==> config.mk <==
export PLATFORM = sky130hd
export DESIGN_NAME = brte_div_cell
export DESIGN_NICKNAME = d
export VERILOG_FILES = /design/src/sv/brte_pkg.sv /design/src/sv/brte_div_cell.sv
export SDC_FILE = /design/constraint.sdc
export NUM_CORES = 1
export LEC_CHECK = 0
export BUFFER_PORTS_ARGS = -buffer_cell sky130_fd_sc_hd__buf_2
export CORE_AREA = 2 2 144 146
export DETAILED_ROUTE_END_ITERATION = 6
export DIE_AREA = 0 0 146 148
export PLACE_DENSITY = 0.79
export SLEW_MARGIN = 20
export SYNTH_ARGS = -nofsm -noshare
export SYNTH_HDL_FRONTEND = slang
export SYNTH_SLANG_ARGS = --single-unit
==> constraint.sdc <==
create_clock -name i_clk -period 2.8 [get_ports i_clk]
set_clock_uncertainty 0.1 [all_clocks]
set_input_delay 0.56 -clock i_clk [delete_from_list [all_inputs] [get_ports i_clk]]
set_output_delay 0.56 -clock i_clk [all_outputs]
set_load 0.1 [all_outputs]
==> src/sv/brte_pkg.sv <==
// Shared types and constants for the body rate to Euler rate converter.
`timescale 1ns / 1ps

package brte_pkg;

    // Angle folding limits in Q13 radians.
    localparam logic signed [16:0] PI_Q13      = 17'sd25736;
    localparam logic signed [16:0] HALF_PI_Q13 = 17'sd12868;

    // CORDIC start value of x: the inverse gain in Q30.
    localparam logic signed [33:0] GAIN_Q30 = 34'sd652032874;

    // Width of the divider dividend; one quotient bit per divider cell.
    localparam int DIV_W = 47;

    // Output range of the rates.
    localparam logic signed [47:0] RATE_MAX48 = 48'sd8388607;
    localparam logic signed [47:0] RATE_MIN48 = -48'sd8388608;
    localparam logic signed [33:0] RATE_MAX34 = 34'sd8388607;
    localparam logic signed [33:0] RATE_MIN34 = -34'sd8388608;
    localparam logic signed [23:0] RATE_MAX   = 24'sd8388607;
    localparam logic signed [23:0] RATE_MIN   = -24'sd8388608;

    // Truncated Q30 values of atan(2^-i).
    localparam logic [31:0] ATAN_Q30 [0:23] = '{
        32'h3243F6A8, 32'h1DAC6705, 32'h0FADBAFC, 32'h07F56EA6, 32'h03FEAB76,
        32'h01FFD55B, 32'h00FFFAAA, 32'h007FFF55, 32'h003FFFEA, 32'h001FFFFD,
        32'h000FFFFF, 32'h0007FFFF, 32'h0003FFFF, 32'h0001FFFF, 32'h0000FFFF,
        32'h00007FFF, 32'h00003FFF, 32'h00001FFF, 32'h00000FFF, 32'h000007FF,
        32'h000003FF, 32'h000001FF, 32'h000000FF, 32'h0000007F
    };

    // One CORDIC lane as it moves from cell to cell.
    typedef struct packed {
        logic signed [33:0] x;
        logic signed [33:0] y;
        logic signed [32:0] z;
        logic               neg;
    } t_cordic;

    // Divider state plus the side data that travels along with it.
    typedef struct packed {
        logic [15:0]        rem_a;
        logic [DIV_W-1:0]   num_a;
        logic [15:0]        rem_b;
        logic [DIV_W-1:0]   num_b;
        logic [15:0]        dvs;
        logic               neg_a;
        logic               neg_b;
        logic               sing;
        logic signed [15:0] p;
        logic signed [23:0] pr;
    } t_div;

endpackage

==> src/sv/brte_div_cell.sv <==
// One restoring division step for both quotients, with its pipeline register.
`timescale 1ns / 1ps

module brte_div_cell (
    input  logic           i_clk,
    input  logic           i_en,
    input  brte_pkg::t_div i_d,
    output brte_pkg::t_div o_d
);

    brte_pkg::t_div r_d;
    brte_pkg::t_div n_d;
    logic [16:0] w_ra;
    logic [16:0] w_rb;
    logic        w_ga;
    logic        w_gb;
    logic [16:0] w_da;
    logic [16:0] w_db;

    // Bring down the next dividend bit and subtract when the divisor fits.
    always_comb begin
        w_ra = {i_d.rem_a, i_d.num_a[brte_pkg::DIV_W-1]};
        w_rb = {i_d.rem_b, i_d.num_b[brte_pkg::DIV_W-1]};
        w_ga = (w_ra >= {1'b0, i_d.dvs});
        w_gb = (w_rb >= {1'b0, i_d.dvs});
        w_da = w_ra - {1'b0, i_d.dvs};
        w_db = w_rb - {1'b0, i_d.dvs};
        n_d       = i_d;
        n_d.rem_a = w_ga ? w_da[15:0] : w_ra[15:0];
        n_d.rem_b = w_gb ? w_db[15:0] : w_rb[15:0];
        n_d.num_a = {i_d.num_a[brte_pkg::DIV_W-2:0], w_ga};
        n_d.num_b = {i_d.num_b[brte_pkg::DIV_W-2:0], w_gb};
    end

    always_ff @(posedge i_clk) begin
        if (i_en) begin
            r_d <= n_d;
        end
    end

    assign o_d = r_d;

endmodule

==> flow_metrics.env <==
export IMPL_cts_root_buf="clkbuf_16"
export IMPL_yosys_area_share_simple_pct=5.47
export IMPL_rows=52
export IMPL_crit_family="compound AO/OA/AOI/OAI gates"
export IMPL_initial_core_util_pct=38.9
export IMPL_wire_per_inst_um=21.4
export IMPL_finalHoldViolCount=0
export IMPL_hold_path_class="in2reg"
export IMPL_cts_buffer_depth=2
export IMPL_ant_nets=0
export IMPL_path_depth=10
export IMPL_grt_pass1_wl_mm=36.0
export IMPL_finalPower_mw=8.76
export IMPL_htreeDepth=4
export IMPL_post_cts_resize_count=0
export IMPL_yosysSeqAreaShare_pct=71.2
export IMPL_ys_seq_elements=185
export IMPL_maxSlewViolCount=0
export IMPL_dp_slack_ps=-139
export IMPL_syn_inst=474
export IMPL_finalSetupViolCount=0
export IMPL_synthMuxAreaShare_pct=4.38
export IMPL_synth_top_family_by_area="compound AO/OA/AOI/OAI gates"
export IMPL_grt_max_degree=64
export IMPL_synth_area_leaders="edfxtp_1, ha_1, mux2_2"
export IMPL_crit_start="i_d[50]"
export IMPL_drt_total_wl_mm=25.5
export IMPL_die_w_um=146
export IMPL_cts_sinks=185
export IMPL_worst_slew_pin_slew_ps=588
export IMPL_avgSynthCellArea_sq_um=16.5
export IMPL_cp_required_ps=2880
export IMPL_wl_met3_mm=2.13
export IMPL_cts_setup_buffers=0
export IMPL_synth_top_area_share_pct=71.2
export IMPL_diodes=0
export IMPL_min_period_ps=2550
export IMPL_synth_commonest_cells="edfxtp_1, inv_1, ha_1, a21oi_1, nor2_1"
export IMPL_syn_area_sq_mm=0.00780
export IMPL_port_buffers=371
export IMPL_syn2layout_area_growth_pct=40.3
export IMPL_startpoint_type="input port"
export IMPL_slew_headroom_pct=61.1
export IMPL_finalCritPeriodShare_pct=91.1
export IMPL_cp_buffers_inverters=3
export IMPL_crit_chain="buf_2 -> inv_1 -> ha_1 -> a21oi_4 -> nand2_1 -> a211oi_1 -> a21oi_2 -> a41oi_4 -> buf_4 -> mux2_2"
export IMPL_async_flop_share_pct=0
export IMPL_routedLengthMet1_mm=10.4
export IMPL_synth_warnings=0
export IMPL_synth_xor_area_share_pct=2.13
export IMPL_synth_nets=695
export IMPL_grt_pass1_vias=5741
export IMPL_cts_tree="built"
export IMPL_post_synth_top_count_cell="edfxtp_1"
export IMPL_synth_edf_count=185
export IMPL_synth_compound_area_share_pct=8.74
export IMPL_fp_coreArea_sq_mm=0.0200
export IMPL_fmax_mhz=392
export IMPL_drtIter0Drc=351
export IMPL_die_area_sq_mm=0.0216
export IMPL_critPathKind="in2reg"
export IMPL_routed_via_density=4.95
export IMPL_vdd_ir_drop_max_mv=0.390
export IMPL_cpPeakStageDelay_ps=370
export IMPL_dieHeight_um=148
export IMPL_slowest_stage="mux2_2"
export IMPL_ios=372
export IMPL_synthAdderAreaFrac_pct=5.64
export IMPL_end_kind="flip-flop"
export IMPL_top_layer="met5"
export IMPL_yosysUniqueCellTypes=62
export IMPL_drive_above_1_share_pct=54.3
export IMPL_post_dp_hpwl_mm=20.4
export IMPL_holdBufCountCts=0
export IMPL_drc=0
export IMPL_synthFlopType="edfxtp_1"
export IMPL_largest_reg_flops=185
export IMPL_nets=1132
export IMPL_vias=5907
export IMPL_clk_pin_slew_worst_paths_ps=80
export IMPL_drt_pass1_iter_count=5
export IMPL_wl_met2_mm=12.5
export IMPL_cts_buffers_inserted=17
export IMPL_grt_util_all_layers_pct=22.9
export IMPL_worst_slack_ps=248
export IMPL_yosysTopAreaCell="edfxtp_1"
export IMPL_path_max_fanout=9
export IMPL_place_gp_congestion=0.843
export IMPL_rsz0062_at_grt="false"
export IMPL_status="finished clean"
export IMPL_antenna_found_initial=11
export IMPL_leakage_nw=4.87
export IMPL_power_density_mw_per_mm2=800
export IMPL_crit_end="o_d[171]"
export IMPL_arrival_ps=2630
export IMPL_overflow=0
export IMPL_max_cap_violations=0
==> routing by layer <==
layer | GRT usage [%] | vias up
met2 | 37.9 | 260
met3 | 8.06 | 38
met5 | 0 | -
met4 | 6.41 | 14
met1 | 28.7 | 2898
li1 | - | 2697
==> logic make-up after synthesis <==
kind of cell / Yosys count
AOI/OAI and AO/OA: 88
adders and majority gates: 34
and+or+nand+nor: 80
xor gates and xnor gates: 19
DFF: 185
muxes: 28
buffers and inverters: 40
==> layout make-up <==
cell class,instances,area [sq um]
clock buffer,17,425
clock inverter,15,153
fill,1697,9090
inverter,33,124
multi-input combinational,249,2060
sequential,185,5560
tap,270,338
timing repair buffer,425,2300
==> placed cells by master (no fill, tap or decap), types with 3 or more instances in the layout <==
cell type,netlist,routed
a211o_1,4,4
a21o_1,10,10
a21oi_1,19,18
a21oi_2,5,6
buf_2,0,370
buf_4,0,52
clkbuf_16,0,17
edfxtp_1,185,185
ha_1,32,32
inv_1,33,32
inv_6,0,4
inv_8,0,3
mux2_2,13,13
mux2_4,9,9
mux2i_1,6,6
nand2_1,14,14
nand2b_1,5,5
nand3_1,10,10
nand4_1,3,3
nor2_1,16,16
nor2b_1,4,4
nor3_1,10,10
nor3b_1,3,3
o21a_1,9,9
o21ai_0,12,12
o22ai_1,3,3
xnor2_1,9,9
xor2_1,10,10
==> report_power, final <==
group / leakage, nW / switching [mW] / internal, mW
clock: 0.283 / 1.16 / 1.19
sequential: 1.81 / 0.0706 / 3.35
combinational: 2.78 / 2.39 / 0.595
==> metrics by stage <==
step | util (%) | instance area [sq um] | hold slack, ps | instances | TNS, ps
after floorplan | - | 7810 | 559 | 474 | 0
after global placement | 51.8 | 10400 | 637 | 1162 | -467
after detailed placement | 51.8 | 10400 | 638 | 1162 | -2140
after CTS | 54.7 | 11000 | 182 | 1194 | 0
after global routing | 54.7 | 11000 | 179 | 1194 | 0
final | 54.7 | 11000 | 199 | 1194 | 0
==> worst min-delay path by stage <==
stage / startpoint / endpoint / slack, ps / cells past startpoint
after floorplan: i_d[0] / o_d[0] / 560 / 0
after global placement: i_d[4] / o_d[4] / 640 / 1
after detailed placement: i_d[86] / o_d[87] / 640 / 1
after CTS: i_d[69] / o_d[70] / 180 / 1
after global routing: i_d[151] / o_d[152] / 180 / 1
final: i_d[163] / o_d[164] / 200 / 1
(Power assumes the default switching activity.)
