--- config.mk ---
export PLATFORM = sky130hd
export DESIGN_NAME = brte_cordic_cell
export DESIGN_NICKNAME = d
export VERILOG_FILES = /design/src/sv/brte_pkg.sv /design/src/sv/brte_cordic_cell.sv
export SDC_FILE = /design/constraint.sdc
export NUM_CORES = 1
export LEC_CHECK = 0
export BUFFER_PORTS_ARGS = -buffer_cell sky130_fd_sc_hd__clkbuf_2
export CORE_ASPECT_RATIO = 0.75
export CORE_MARGIN = 2
export CORE_UTILIZATION = 56
export CTS_BUF_LIST = sky130_fd_sc_hd__clkbuf_4 sky130_fd_sc_hd__clkbuf_8 sky130_fd_sc_hd__clkbuf_16
export DETAILED_ROUTE_END_ITERATION = 12
export GPL_TIMING_DRIVEN = 0
export PLACE_DENSITY = 0.79
export SYNTH_ARGS = -nofsm -noshare
export SYNTH_HDL_FRONTEND = slang
export SYNTH_SLANG_ARGS = --single-unit
--- constraint.sdc ---
create_clock -name i_clk -period 10.5 [get_ports i_clk]
set_clock_uncertainty 0.2 [all_clocks]
set_input_delay 0.525 -clock i_clk [delete_from_list [all_inputs] [get_ports i_clk]]
set_output_delay 0.525 -clock i_clk [all_outputs]
set_load 0.02 [all_outputs]
--- src/sv/brte_pkg.sv ---
// Shared types and constants for the body rate to Euler rate converter.
`timescale 1ns / 1ps

package brte_pkg;

    // Angle folding limits in Q13 radians.
    localparam logic signed [16:0] PI_Q13      = 17'sd25736;
    localparam logic signed [16:0] HALF_PI_Q13 = 17'sd12868;

    // CORDIC start value of x: the inverse gain in Q30.
    localparam logic signed [33:0] GAIN_Q30 = 34'sd652032874;

    // Width of the divider dividend; one quotient bit per divider cell.
    localparam int DIV_W = 47;

    // Output range of the rates.
    localparam logic signed [47:0] RATE_MAX48 = 48'sd8388607;
    localparam logic signed [47:0] RATE_MIN48 = -48'sd8388608;
    localparam logic signed [33:0] RATE_MAX34 = 34'sd8388607;
    localparam logic signed [33:0] RATE_MIN34 = -34'sd8388608;
    localparam logic signed [23:0] RATE_MAX   = 24'sd8388607;
    localparam logic signed [23:0] RATE_MIN   = -24'sd8388608;

    // Truncated Q30 values of atan(2^-i).
    localparam logic [31:0] ATAN_Q30 [0:23] = '{
        32'h3243F6A8, 32'h1DAC6705, 32'h0FADBAFC, 32'h07F56EA6, 32'h03FEAB76,
        32'h01FFD55B, 32'h00FFFAAA, 32'h007FFF55, 32'h003FFFEA, 32'h001FFFFD,
        32'h000FFFFF, 32'h0007FFFF, 32'h0003FFFF, 32'h0001FFFF, 32'h0000FFFF,
        32'h00007FFF, 32'h00003FFF, 32'h00001FFF, 32'h00000FFF, 32'h000007FF,
        32'h000003FF, 32'h000001FF, 32'h000000FF, 32'h0000007F
    };

    // One CORDIC lane as it moves from cell to cell.
    typedef struct packed {
        logic signed [33:0] x;
        logic signed [33:0] y;
        logic signed [32:0] z;
        logic               neg;
    } t_cordic;

    // Divider state plus the side data that travels along with it.
    typedef struct packed {
        logic [15:0]        rem_a;
        logic [DIV_W-1:0]   num_a;
        logic [15:0]        rem_b;
        logic [DIV_W-1:0]   num_b;
        logic [15:0]        dvs;
        logic               neg_a;
        logic               neg_b;
        logic               sing;
        logic signed [15:0] p;
        logic signed [23:0] pr;
    } t_div;

endpackage

--- src/sv/brte_cordic_cell.sv ---
// One rotation-mode CORDIC micro-rotation with its pipeline register.
`timescale 1ns / 1ps

module brte_cordic_cell #(
    parameter int SHIFT = 0
) (
    input  logic              i_clk,
    input  logic              i_en,
    input  brte_pkg::t_cordic i_d,
    output brte_pkg::t_cordic o_d
);

    localparam logic signed [32:0] ATAN = $signed({1'b0, brte_pkg::ATAN_Q30[SHIFT]});

    brte_pkg::t_cordic r_d;
    brte_pkg::t_cordic n_d;
    logic signed [33:0] w_sx;
    logic signed [33:0] w_sy;

    // Rotate toward zero residual angle.
    always_comb begin
        w_sx = i_d.x >>> SHIFT;
        w_sy = i_d.y >>> SHIFT;
        n_d  = i_d;
        if (!i_d.z[32]) begin
            n_d.x = i_d.x - w_sy;
            n_d.y = i_d.y + w_sx;
            n_d.z = i_d.z - ATAN;
        end else begin
            n_d.x = i_d.x + w_sy;
            n_d.y = i_d.y - w_sx;
            n_d.z = i_d.z + ATAN;
        end
    end

    always_ff @(posedge i_clk) begin
        if (i_en) begin
            r_d <= n_d;
        end
    end

    assign o_d = r_d;

endmodule

==> reports/results.env <==
CTS_SETUP_BUFFERS=0
DIE_W_UM=160
CELLPOWERDENSITY_nW_PER_UM2=132
WIRELENGTH_MM=34.1
NUM-NETS-FINAL=1642
FRACTION_OF_LAYOUT_INSTANCES_USING_A_DRIVE_STRENGTH_ABOVE_1=0.181
FIRST_GLOBAL_VIAS=9087
DIE_AREA_UM2=19400
PIN_COUNT_OF_THE_BIGGEST_NET_ENTERING_GLOBAL_ROUTING=58
SYNTH.AREA.TOP_CELLS='edfxtp_1 (30%), ha_1 (15%), a21oi_1 (6.6%), xnor2_1 (6.4%), inv_1 (4.0%)'
STARTPOINT_TYPE='primary input'
POWER.LEAKAGE_nW=5.47
DRT_FIRST_PASS_ITERS=6
POSTSYNTHREGISTERBITS=101
AREAGROWTHSYNTHTOFINISH_PCT=16.1
CLOCK_PATH_BUFFERS=2
VDD_IR_DROP_MAX_uV=80.0
MAXSLEWHEADROOM=0.223
YOSYSWARNINGCOUNT=0
DETAIL-ROUTE-ANTENNA-NETS=0
NUM_VIAS=10265
SYNTH-EDFF-COUNT=101
FIN_CRIT_SH=0.425
REMAINING_DRC_ERRORS=0
PORT-BUFFER-COUNT=205
TRITONCTS_SINK_COUNT=101
WORSTSETUPENDPOINTTYPE='flop'
MIN_PATH_TYPE='primary input to flop'
FLOORPLAN.INITIALDENSITY=0.576
RUN_STATUS='finished clean'
SYNTHARSTFLOPSHARE=0
SETUP_VIOL_COUNT_FINAL=0
DETAILEDROUTE.FIRSTITERATIONVIOLATIONS=1395
POST-SYNTH-TOP-COUNT-CELL='a21oi_1'
TRITONCTS.NUM_BUFFERS=9
RSZ_0062_RAISED_AFTER_GLOBAL_ROUTING='false'
TIMING.CRITICAL_PATH.SLOWEST_CELL_DELAY_PS=600
SYN-NUM-NETS=1425
SYN_AREA_UM2=10300
NUMBER_OF_UNIQUE_STANDARD_CELL_TYPES_USED_BY_SYNTHESIS=74
GRT.TOTAL_USAGE=0.346
DETAIL_ROUTE.WL_PER_CELL_UM=20.6
CAP_VIOLATIONS=0
FMAXACHIEVABLE_MHz=224
SLEW_VIOL_FINAL=0
CTS_TREE='yes'
SYN_AREA_PER_CELL_UM2=8.62
WORSTPATHCELLLIST='clkbuf_2, inv_1, buf_4, clkbuf_2, fa_1, a211oi_1, o21ai_0, a31oi_1, o21bai_1, a31o_2, o2111ai_1, o21ba_2, o21ai_0, xnor2_1'
HOLD_BUFFERS=0
DIODE_INSERTION_COUNT_FOR_ANTENNA_REPAIR=0
GRT_OVERFLOW=0
HOLD_VIOLATIONS=0
CLOCKROOTBUFFER='clkbuf_16'
ANTENNA_FOUND_INITIAL=0
FILL_CELLS=1466
PLACE_HPWL_MM=28.0
SYNTH_TOP_FLOP_CELL='edfxtp_1'
DIE_OUTLINE_HEIGHT_UM=121
HTREE_LEVELS=3
TIGHTEST_SLEW_PS=1150
SYNTHESIS.INSTANCES=1190
DESIGN.CORE.AREA_UM2=17800
SYNTH_COMMONEST_CELLS='a21oi_1 (136), ha_1 (127), inv_1 (109)'
LARGEST_REGISTER_FF_COUNT=101
NETLIST.TOP_CELL.BY_AREA='edfxtp_1'
WORST_PATH_MAX_DELAY_CELL='fa_1'
REQUIRED_TIME_OF_THE_CRITICAL_PATH_PS=10410
CRITICAL_PATH_CLASS='primary input to flop'
POSTCTSRESIZEDCELLS=0
WIRE_LENGTH_OF_THE_FIRST_GLOBAL_ROUTING_PASS_MM=51.3
PLACEMENTROWS=42
SETUP_TNS_PS=0
VIAS_PER_CELL=6.21
SYNTH_SEQUENTIAL_AREA_RATIO=0.296
MIN_PERIOD_PS=4460
P_TOTAL_W=0.00158
SYNTHDOMINANTCELLAREASHARE=0.296
CLK_TRANSITION_REPORTED_PATHS_PS=70
WORST-ENDPOINT-ARRIVAL_PS=4370
CRITICAL_PATH_PEAK_FANOUT=24
GP_CONGESTION=0.998
DESIGN.PORTCOUNT=206
==> cell families (layout without fill, tap and decap cells) <==
group                    after synthesis  after routing  synth area share
adder cells (fa/ha/maj)              131            131             0.163
flip-flops                           101            101             0.296
buffers and inverters                162            384            0.0622
AO/OA/AOI/OAI                        408            408             0.258
XOR/XNOR                              92             92            0.0786
AND/OR/NAND/NOR                      285            285             0.132
multiplexers                          11             11            0.0107
==> report_power, final <==
part           internal [W]  leakage (nW)  switching (W)
logic              0.000237          4.34       0.000449
registers          0.000534         0.989      0.0000219
clock network      0.000167         0.141       0.000168
total              0.000938          5.47       0.000639
==> metrics by stage <==
stage | hold slack [ps] | instance area (µm²) | utilization | instances | setup slack [ps]
final | 143 | 11900 | 0.668 | 1654 | 6040
after detailed placement | 505 | 11600 | 0.652 | 1638 | 5180
after global routing | 132 | 11900 | 0.668 | 1654 | 5780
after global placement | 503 | 11600 | 0.650 | 1637 | 5250
after floorplan | 424 | 10300 | - | 1190 | 6720
after CTS | 133 | 11900 | 0.668 | 1654 | 5540
==> cells in the final DEF, fill, tap and decap left out, drive strengths merged, types with 5 or more instances in the layout <==
cell and n:
nor3 21, nand4 12, nor2b 19, xor2 17, a211oi 17, a2111oi 5
nand2b 13, nor4 9, nand2 63, o21a 16, o31a 5, or3 5
o311ai 5, inv 114, buf 24, o21ai 74, a21oi 137, edfxtp 101
a211o 5, ha 127, o211ai 11, o31ai 14, xnor2 75, clkbuf 242
a31oi 22, a21o 38, mux2i 11, o21bai 16, nor2 101, nand3 17
==> critical path: cells and delay by family <==
kind,cells,cell delay [ps]
compound gates,8,1900
xor+xnor,1,140
fa+ha+maj,1,600
buf+inv,4,1170
==> metal layers <==
| metal | track usage | up-vias | routed length, µm |
|---|---|---|---|
| met4 | 0.0597 | 0 | 455 |
| met3 | 0.0882 | 38 | 4970 |
| li1 | - | 4754 | - |
| met1 | 0.546 | 4743 | 15700 |
| met5 | 0 | - | 0 |
| met2 | 0.472 | 730 | 13000 |
==> final cells by class <==
cell class                      instances  area, µm²  share of cell area
Sequential cell                       101       3030               0.255
Buffer                                 51        223              0.0187
Multi-Input combinational cell        927       6580               0.553
Tap cell                              242        303              0.0254
Inverter                              111        417              0.0350
Timing Repair Buffer                  206       1060              0.0887
Clock inverter                          7       67.6             0.00568
Clock buffer                            9        225              0.0189
==> final timing paths <==
path | from | end | slack, ps | depth (start not counted)
setup / recovery | i_d[33] | o_d[32] | 6040 | 14
hold / removal | i_d[1] | o_d[1] | 140 | 1
(Power assumes the default switching activity.)
